`config.mk`:
```
export PLATFORM = sky130hd
export DESIGN_NAME = hufd_ctrl
export DESIGN_NICKNAME = d
export VERILOG_FILES = /design/src/rtl/hufd_pkg.sv /design/src/rtl/hufd_ctrl.sv
export SDC_FILE = /design/constraint.sdc
export NUM_CORES = 1
export LEC_CHECK = 0
export ABC_AREA = 1
export BUFFER_PORTS_ARGS = -buffer_cell sky130_fd_sc_hd__buf_2
export CAP_MARGIN = 20
export CORE_AREA = 2 2 39 41
export DETAILED_ROUTE_END_ITERATION = 7
export DIE_AREA = 0 0 41 43
export PLACE_DENSITY = 0.69
export SETUP_SLACK_MARGIN = 0.15
export SLEW_MARGIN = 20
export SYNTH_ARGS = -nofsm -noshare
export SYNTH_HDL_FRONTEND = slang
export SYNTH_SLANG_ARGS = --single-unit
```
`constraint.sdc`:
```
create_clock -name clk -period 3.3 [get_ports clk]
set_clock_uncertainty 0.05 [all_clocks]
set_input_delay 0.66 -clock clk [delete_from_list [all_inputs] [get_ports clk]]
set_output_delay 0.66 -clock clk [all_outputs]
set_load 0.05 [all_outputs]
```
`src/rtl/hufd_pkg.sv`:
```
// Shared types, constants and codes for the Huffman tree decoder.
package hufd_pkg;

	// Default sizes of the node store and the longest code
	localparam int DEF_MAX_NODES    = 512;
	localparam int DEF_MAX_CODE_LEN = 16;

	// Fixed field widths
	localparam int SYM_W  = 8;
	localparam int CODE_W = 16;
	localparam int LEN_W  = 5;

	// Item kinds
	localparam logic KIND_INSERT = 1'b0;
	localparam logic KIND_DECODE = 1'b1;

	// Result status codes
	localparam logic [1:0] ST_OK      = 2'd0;
	localparam logic [1:0] ST_MISSING = 2'd1;
	localparam logic [1:0] ST_FULL    = 2'd2;

	// Input transaction payload
	typedef struct packed {
		logic              kind;
		logic [SYM_W-1:0]  symbol;
		logic [CODE_W-1:0] code_bits;
		logic [LEN_W-1:0]  code_length;
		logic              bit_req;
	} item_t;

	// Output transaction payload
	typedef struct packed {
		logic             symbol_valid;
		logic [SYM_W-1:0] out_symbol;
		logic [1:0]       status;
	} result_t;

	// Which result the datapath captures
	typedef enum logic [1:0] {
		RES_OK,
		RES_MISSING,
		RES_FULL,
		RES_SYMBOL
	} res_sel_t;

	// Controller states
	typedef enum logic [3:0] {
		S_IDLE,
		S_DEC_RD,
		S_DEC_EV,
		S_LEAF_RD,
		S_LEAF_EV,
		S_INS_RD,
		S_INS_EV,
		S_INS_INIT,
		S_FIN
	} ctl_state_t;

	// Commands from controller to datapath
	typedef struct packed {
		logic     ld_item;
		logic     rd;
		logic     adv_link;
		logic     wr_link;
		logic     wr_init;
		logic     wr_tag;
		logic     set_res;
		res_sel_t res;
		logic     cur_zero;
		logic     cur_node;
		logic     ld_out;
	} cmd_t;

	// Status from datapath to controller
	typedef struct packed {
		logic is_dec;
		logic len_zero;
		logic link_none;
		logic both_none;
		logic store_full;
	} sts_t;

endpackage

```
`src/rtl/hufd_ctrl.sv`:
```
// Controller state machine that sequences inserts, decodes and result hand-off.
module hufd_ctrl import hufd_pkg::*; (
	input  logic clk,
	input  logic arst_n,
	input  logic item_valid,
	input  logic item_kind,
	input  logic result_stall,
	input  sts_t sts,
	output logic item_stall,
	output logic result_valid,
	output cmd_t cmd
);

	ctl_state_t state_q, state_d;
	logic       out_valid_q;

	// State register
	always_ff @(posedge clk or negedge arst_n) begin
		if (!arst_n) begin
			state_q <= S_IDLE;
		end else begin
			state_q <= state_d;
		end
	end

	// Next state and commands
	always_comb begin
		state_d    = state_q;
		cmd        = '0;
		item_stall = 1'b1;
		case (state_q)
			S_IDLE: begin
				item_stall = 1'b0;
				if (item_valid) begin
					cmd.ld_item = 1'b1;
					state_d     = (item_kind == KIND_DECODE) ? S_DEC_RD : S_INS_RD;
				end
			end
			S_DEC_RD: begin
				cmd.rd  = 1'b1;
				state_d = S_DEC_EV;
			end
			S_DEC_EV: begin
				if (sts.link_none) begin
					cmd.set_res  = 1'b1;
					cmd.res      = RES_MISSING;
					cmd.cur_zero = 1'b1;
					state_d      = S_FIN;
				end else begin
					cmd.adv_link = 1'b1;
					state_d      = S_LEAF_RD;
				end
			end
			S_LEAF_RD: begin
				cmd.rd  = 1'b1;
				state_d = S_LEAF_EV;
			end
			S_LEAF_EV: begin
				cmd.set_res = 1'b1;
				if (sts.both_none) begin
					cmd.res      = RES_SYMBOL;
					cmd.cur_zero = 1'b1;
				end else begin
					cmd.res      = RES_OK;
					cmd.cur_node = 1'b1;
				end
				state_d = S_FIN;
			end
			S_INS_RD: begin
				cmd.rd  = 1'b1;
				state_d = S_INS_EV;
			end
			S_INS_EV: begin
				if (sts.len_zero) begin
					cmd.wr_tag  = 1'b1;
					cmd.set_res = 1'b1;
					cmd.res     = RES_OK;
					state_d     = S_FIN;
				end else if (!sts.link_none) begin
					cmd.adv_link = 1'b1;
					state_d      = S_INS_RD;
				end else if (sts.store_full) begin
					cmd.set_res = 1'b1;
					cmd.res     = RES_FULL;
					state_d     = S_FIN;
				end else begin
					cmd.wr_link = 1'b1;
					state_d     = S_INS_INIT;
				end
			end
			S_INS_INIT: begin
				cmd.wr_init = 1'b1;
				state_d     = S_INS_RD;
			end
			S_FIN: begin
				if (!out_valid_q || !result_stall) begin
					cmd.ld_out = 1'b1;
					state_d    = S_IDLE;
				end
			end
			default: begin
				state_d = S_IDLE;
			end
		endcase
	end

	// Output valid: set on load, drop once the transaction is taken
	always_ff @(posedge clk or negedge arst_n) begin
		if (!arst_n) begin
			out_valid_q <= 1'b0;
		end else if (cmd.ld_out) begin
			out_valid_q <= 1'b1;
		end else if (!result_stall) begin
			out_valid_q <= 1'b0;
		end
	end

	assign result_valid = out_valid_q;

endmodule

```
# Word-level counts from Yosys, hierarchy flattened
# Index checks and enable logic that the tools add are counted.
# classes
reduce_logical	6
n_mux	35
n_eq_ne	11
# op_table
cell	count
$pmux W4 S9	1
$mux W4	7
$mux W1	18
$eq A4 B3 Y1 const B	4
$mux W3	4
$pmux W3 S3	1
$eq A4 B2 Y1 const B	2
$eq A4 B1 Y1 const B	1
$eq A4 B4 Y1 const B	1
$logic_not A4 Y1	1
$mux W2	2
$ne A2 B2 Y1 const B	2
$pmux W1 S2	2
$reduce_or A3 Y1	1
$logic_not A1 Y1	2
$ne A2 B1 Y1 const B	1
$reduce_and A2 Y1	1
$logic_or A1 B1 Y1	1
# word_totals
in_bits	10
elab_cells	54
out_inout_bits	14
register_bits	5

# Logic depth before layout (Yosys ltp)
# Gate-level depths: netlist of the first run.
# depth
word_depth	5
ltp_mapped	7
ltp_nobuf	7

# Worst setup path before layout of the first run
# OpenSTA, ideal clock, no wires.
# synth_timing
path_type	in2out
start	input sts[3] (netlist name)
end	output cmd[6] (netlist name)
path_stages	2
slack_ns	0.783
t_arrival_ns	1.807
path_buffers	0
required_ns	2.590
cell_sequence	inv_1 nor3_1
# synth_rtl
element	line_no	source
start: declaration	hufd_ctrl.sv:8	input sts_t sts,
end: declaration	hufd_ctrl.sv:11	output cmd_t cmd

==> impl_results.md, run 1 <==
- Status: finished clean
- Commonest non-fill, non-tap cells in the layout: buf_2 (22), nand2_1 (14), inv_1 (12)
- Total Nets Final: 104
- RR Startpoint: state_q[3]
- Largest net degree at the start of global routing: 7
- Final min period: 2.23 ns
- Fraction of layout cells with a size suffix above 1: 38.7%
- Fin. Hold Viols: 0
- CTS tree: built
- Mapped Cells: 67
- Vias in the first global route: 367
- Clock-pin transition on the worst setup and hold timing paths: 0.04 ns
- RSZ-0062 raised after global routing: false
- Final ANT Viol Nets: 0
- Cts repair resizes: 0
- Worst reg2reg setup slack: 2.09 ns
- Final setup violation count: 0
- Min-delay worst type: in -> async
- Chip width: approximately 41 microns
- Post-synth top area cell: dfrtp_1
- Slew headroom: 83.0%
- Fmax: 449 MHz
- VDD IR-drop max: 0.457 mV
- Cells taking the most area after synthesis: dfrtp_1 (29%), nand2_1 (12%), inv_1 (10%)
- Die Ht: 43 microns
- FF+latch count, synth: 5
- Max Cap Viol: 0
- DRC Markers: 0
- I/O Buffers: 22
- Reg2reg path depth: 4
- Area delta synth->final: 36.2%
- M3 GR Usage: 1.57%
- M1 GR Usage: 16.8%
- Initial DRC count: 11
- Total track usage: 12.1%
- Power Density: 1040 mW/mm^2
- Setup CP Type: reg -> out
- Netlist cell types: 12
- Initial antenna violation count: 0
- Gr ovfl total: 0
- Met2 Use GR: 15.9%
- Tightest Pin Transition: 0.255 ns
- Commonest non-fill, non-tap cell in the layout: buf_2
- Row count: 14
- Cell Area, Synth: ~430 sq um
- Synth top area share: between 20 and 30%
- YS warnings: 0
- H-tree levels: 1
- Startpoint Class: flop
- Total Power: between 600 and 700 uW
- RR Endpoint: state_q[2]
- CP arrival: 1.52 ns
- Core area: 0.00138 sq mm
- Initial Utilization: between 30% and 40%
- Tcrit/Tclk final: approximately two thirds
- Layout Cells excl Fill: 109
- Skew-Pair Late Insertion Delay: 0.24 ns
- Root buf cell: clkbuf_4
- Pleak: 0.000380 uW
- Hold_buf cts: 0
- Placed Cells incl. Taps: 105
- Number of diodes: 0
- Syn Area/Cell: 6.44 sq um
- Setup TNS Final: 0 ns
- Detailed Routing Iterations Pass 1: 4
- Final Max Slew Viols: 0
- Setup Buffers After CTS: 0
- Vias: 484
- Clk sinks: 5
- Total wire length: 956 microns
- DPL Wire Length: 796 microns
- Routability cong.: around 0.71
- IO Count: 24
- First-pass GRT wire length: roughly 1400 microns
- Critical path endpoint category: output pin
- CP max FO: 6
- Number of CTS-inserted buffers: 3
- CP required: 2.59 ns
- Synthesized Nets: 77
- Via-to-Cell Ratio: between 4 and 5
- Post-synthesis sequential area ratio: between 20 and 30%
- Die outline area: between 0.0015 and 0.002 sq mm
- Clk buf depth: 2
- GRT busiest layer: met1
- Drt wl/cell: 8.77 microns
critical path, cell delays in order (launching register included):
cell     delay [ns]
dfrtp_1        0.46
nor2_4         0.21
nand4_1        0.18
o21ai_0        0.13
buf_2          0.29
flip-flops by register name (all words and copies together), names as in the netlist:
name / count
result_valid: 1
state_q: 4
layer usage:
metal,routed length [microns],up-vias,part of all wire [%]
met4,21,0,2.2
met2,401,18,42
met5,0,-,0
met1,467,200,49
li1,-,264,-
met3,65,2,6.8
synthesized netlist by cell type:
cell      n
dfrtp_1   5
inv_1    12
inv_2     1
nand2_1  14
nand2_2   6
nand3_1   6
nand4_1   5
nor2_1    8
nor2_4    4
nor3_1    2
o21ai_0   3
o22ai_1   1
worst max path at each step:
stage / end / start / slack [ns]
6_report: cmd[3] / state_q[3] / 1.07
5_1_grt: cmd[3] / state_q[3] / 1.0
4_1_cts: cmd[3] / state_q[3] / 1.07
3_5_place_dp: cmd[9] / sts[2] / 1.21
3_3_place_gp: cmd[9] / sts[2] / 1.21
2_1_floorplan: cmd[6] / sts[3] / 0.78
per-stage QoR:
stage	setup WS [ns]	utilization, %	cell area (sq um)	hold WS (ns)
finish	1.07	42.5	588	0.169
global route	0.996	42.5	588	0.175
CTS	1.07	42.5	588	0.164
detailed placement	1.21	40.6	562	0.428
global placement	1.21	40.6	562	0.424
floorplan	0.783	-	432	0.314
cell families (layout without fill, tap and decap cells):
kind of cell,count (synthesis),in the layout,share of synthesized area [%]
buffers and inverters,13,39,11.3
DFF,5,5,29.0
AOI/OAI and AO/OA,4,4,4.93
and+or+nand+nor,45,45,54.8
final cells by class:
cell class	count	area [sq um]
Inverter	13	48.8
Clock buffer	4	26.3
Fill cell	160	796
Timing Repair Buffer	22	110
Multi-Input combinational cell	49	258
Tap cell	16	20.0
Sequential cell	5	125
report_power, final:
part | total [uW] | leakage (uW) | switching, uW | internal, uW
clock | 70.7 | 0.0000150 | 25.0 | 45.7
sequential | 120 | 0.0000653 | 33.4 | 87.0
combinational | 421 | 0.000300 | 319 | 102
total | 613 | 0.000380 | 378 | 235
Note: power is estimated with default switching activity, not from simulation.
==> inputs of run 2 (changes only) <==
Clock period 3.3 ns to 2.3 ns, I/O delays scaled along.
==> impl_results.md, run 2 (synthesis gave the netlist of run 1 again) <==
- Status: finished clean
- CP max FO: 5 (-1)
- Chip width: 41 microns (unchanged)
- IO Count: 24 (unchanged)
- Drt wl/cell: 8.93 microns (+1.8%)
- Initial Utilization: 31.2% (unchanged)
- Final ANT Viol Nets: 0 (unchanged)
- Final setup violation count: 0 (unchanged)
- Die outline area: 0.00176 sq mm (unchanged)
- CP required: 1.79 ns (-0.80 ns)
- Setup TNS Final: 0 ns (unchanged)
- Cts repair resizes: 0 (unchanged)
- Fin. Hold Viols: 0 (unchanged)
- First-pass GRT wire length: 1620 microns (+16%)
- Critical path, cell by cell: inv_1, nand2_2, nor2_4, nand2_1, o22ai_1, buf_2
- Via-to-Cell Ratio: 4.46 (+0.52%)
- Logic pwr share: 69.0% (+0.2 points)
- Clock power frac: 11.2% (-0.3 points)
- Root buf cell: clkbuf_4
- Tcrit/Tclk final: 87.2%
- Startpoint Class: flop
- Number of flip-flops in the largest register: 4 (unchanged)
- Row count: 14 (unchanged)
- Vias: 491 (+1.4%)
- Total Nets Final: 105 (+0.96%)
- Setup Buffers After CTS: 0 (unchanged)
- Max Cap Viol: 0 (unchanged)
- Reg2reg path depth: 4 (unchanged)
- Slew headroom: 81.2% (-1.8 points)
- Number of diodes: 0 (unchanged)
- Skew-Pair Late Insertion Delay: 0.24 ns (about the same)
- WHS Path Cells: 3
- Largest net degree at the start of global routing: 7 (unchanged)
- Internal power: 338 uW (+44%)
- Vias in the first global route: 433 (+18%)
- Commonest non-fill, non-tap cell in the layout: buf_2
- Util after Layout: 43.6% (+1.1 points)
- Gr ovfl total: 0 (unchanged)
- Number of CTS-inserted buffers: 3 (unchanged)
- Top reg by flops: state_q
- Switching share of total power: 61.7% (about the same)
- Final Max Slew Viols: 0 (unchanged)
- Setup slack at placement: 0.554 ns (-0.658 ns)
- Multi-input gate area: 263 sq um (+1.9%)
- Hold_buf cts: 1 (+1)
- Slowest stage delay, CP: 0.47 ns (about the same)
- Setup CP Type: reg -> out
- Pleak: 0.000385 uW (+1.2%)
- Clk sinks: 5 (unchanged)
- Hold endpoint: result_valid
- Clock-pin transition on the worst setup and hold timing paths: 0.04 ns (about the same)
- Min-delay worst type: in -> reg
- DRC Markers: 0 (unchanged)
- Tightest Pin Transition: 0.282 ns (+0.0263 ns)
- Die Ht: 43 microns (unchanged)
- Routability cong.: 0.813 (+14%)
- Power Density: 1460 mW/mm^2 (+41%)
- Fraction of layout cells with a size suffix above 1: 39.4% (+0.65 points)
- CTS tree: built
- Sequential Power Share: 19.9% (+0.2 points)
- Register area: 125 sq um (unchanged)
- Initial DRC count: 3 (-8)
- Detailed Routing Iterations Pass 1: 4 (unchanged)
- Fmax: 498 MHz
- RR Endpoint: state_q[2]
- Core area: 0.00138 sq mm (unchanged)
- RSZ-0062 raised after global routing: false
- Final Worst Setup Slack: 0.294 ns (-0.780 ns)
- Total wire length: 982 microns (+2.7%)
- Total track usage: 13.1% (+1.0 points)
- Max stage delay cell, worst path: dfrtp_1
- Final min period: 2.01 ns
- Fin area: 603 sq um (+2.6%)
- H-tree levels: 1 (unchanged)
- Clk buf depth: 2 (unchanged)
- Critical path endpoint category: output pin
- Post-Place Cell Area: 567 sq um (+0.89%)
- Area delta synth->final: 39.7%
- Commonest non-fill, non-tap cells in the layout: buf_2 (22), nand2_1 (14), inv_1 (12)
- Switching power of the nets: 545 uW (+44%)
- RR Startpoint: state_q[3]
- DPL Wire Length: 824 microns (+3.5%)
- Worst hold start: result_stall
- Total Power: 883 uW (+44%)
- I/O Buffers: 22 (unchanged)
- VDD IR-drop max: 0.624 mV (+37%)
- Initial antenna violation count: 0 (unchanged)
- Worst reg2reg setup slack: 1.08 ns (-1.01 ns)
- # fillers: 156 (-2.5%)
- CP arrival: 1.50 ns (-0.02 ns)
run 2: worst max-delay path by stage:
stage	start	end	slack, ns	cells after the start
finish	state_q[3]	cmd[4]	0.29	6
global route	state_q[3]	cmd[2]	0.18	4
CTS	state_q[3]	cmd[4]	0.28	6
detailed placement	state_q[3]	cmd[4]	0.55	6
global placement	state_q[3]	cmd[4]	0.58	6
floorplan	state_q[2]	cmd[2]	0.004	4
run 2: cell type report:
type	instances	area share [%]
repair buffers	23	19.9
flip-flops and latches	5	20.7
clock buffers	4	4.36
multi-input cells	49	43.6
inverters	13	8.09
well taps	16	3.32
run 2: critical path: cells and delay by family (launching register included):
kind	cells	cell delay, ns
flip-flops	1	0.47
buffers and inverters	2	0.38
AND/OR/NAND/NOR	3	0.32
AO/OA/AOI/OAI	1	0.10
run 2: power groups by stage:
stage               Combinational [uW]  Clock [uW]  Sequential [uW]
detailed placement                 610           0              176
global placement                   605           0              174
CTS                                615         103              175
global route                       654         112              179
floorplan                          463           0              202
finish                             609        98.7              175
run 2: per-stage QoR:
step / cells / hold slack [ns]
finish: 110 / 0.404
global route: 110 / 0.410
CTS: 110 / 0.396
detailed placement: 105 / 0.228
global placement: 105 / 0.226
floorplan: 67 / 0.114
run 2: metal layers:
layer | GRT usage [%] | part of all wire [%] | vias to the layer above
li1 | - | - | 268
met1 | 15.8 | 42 | 211
met2 | 21.9 | 52 | 12
met3 | 4.71 | 5.9 | 0
met4 | 2.00 | 0 | 0
met5 | 0 | 0 | -
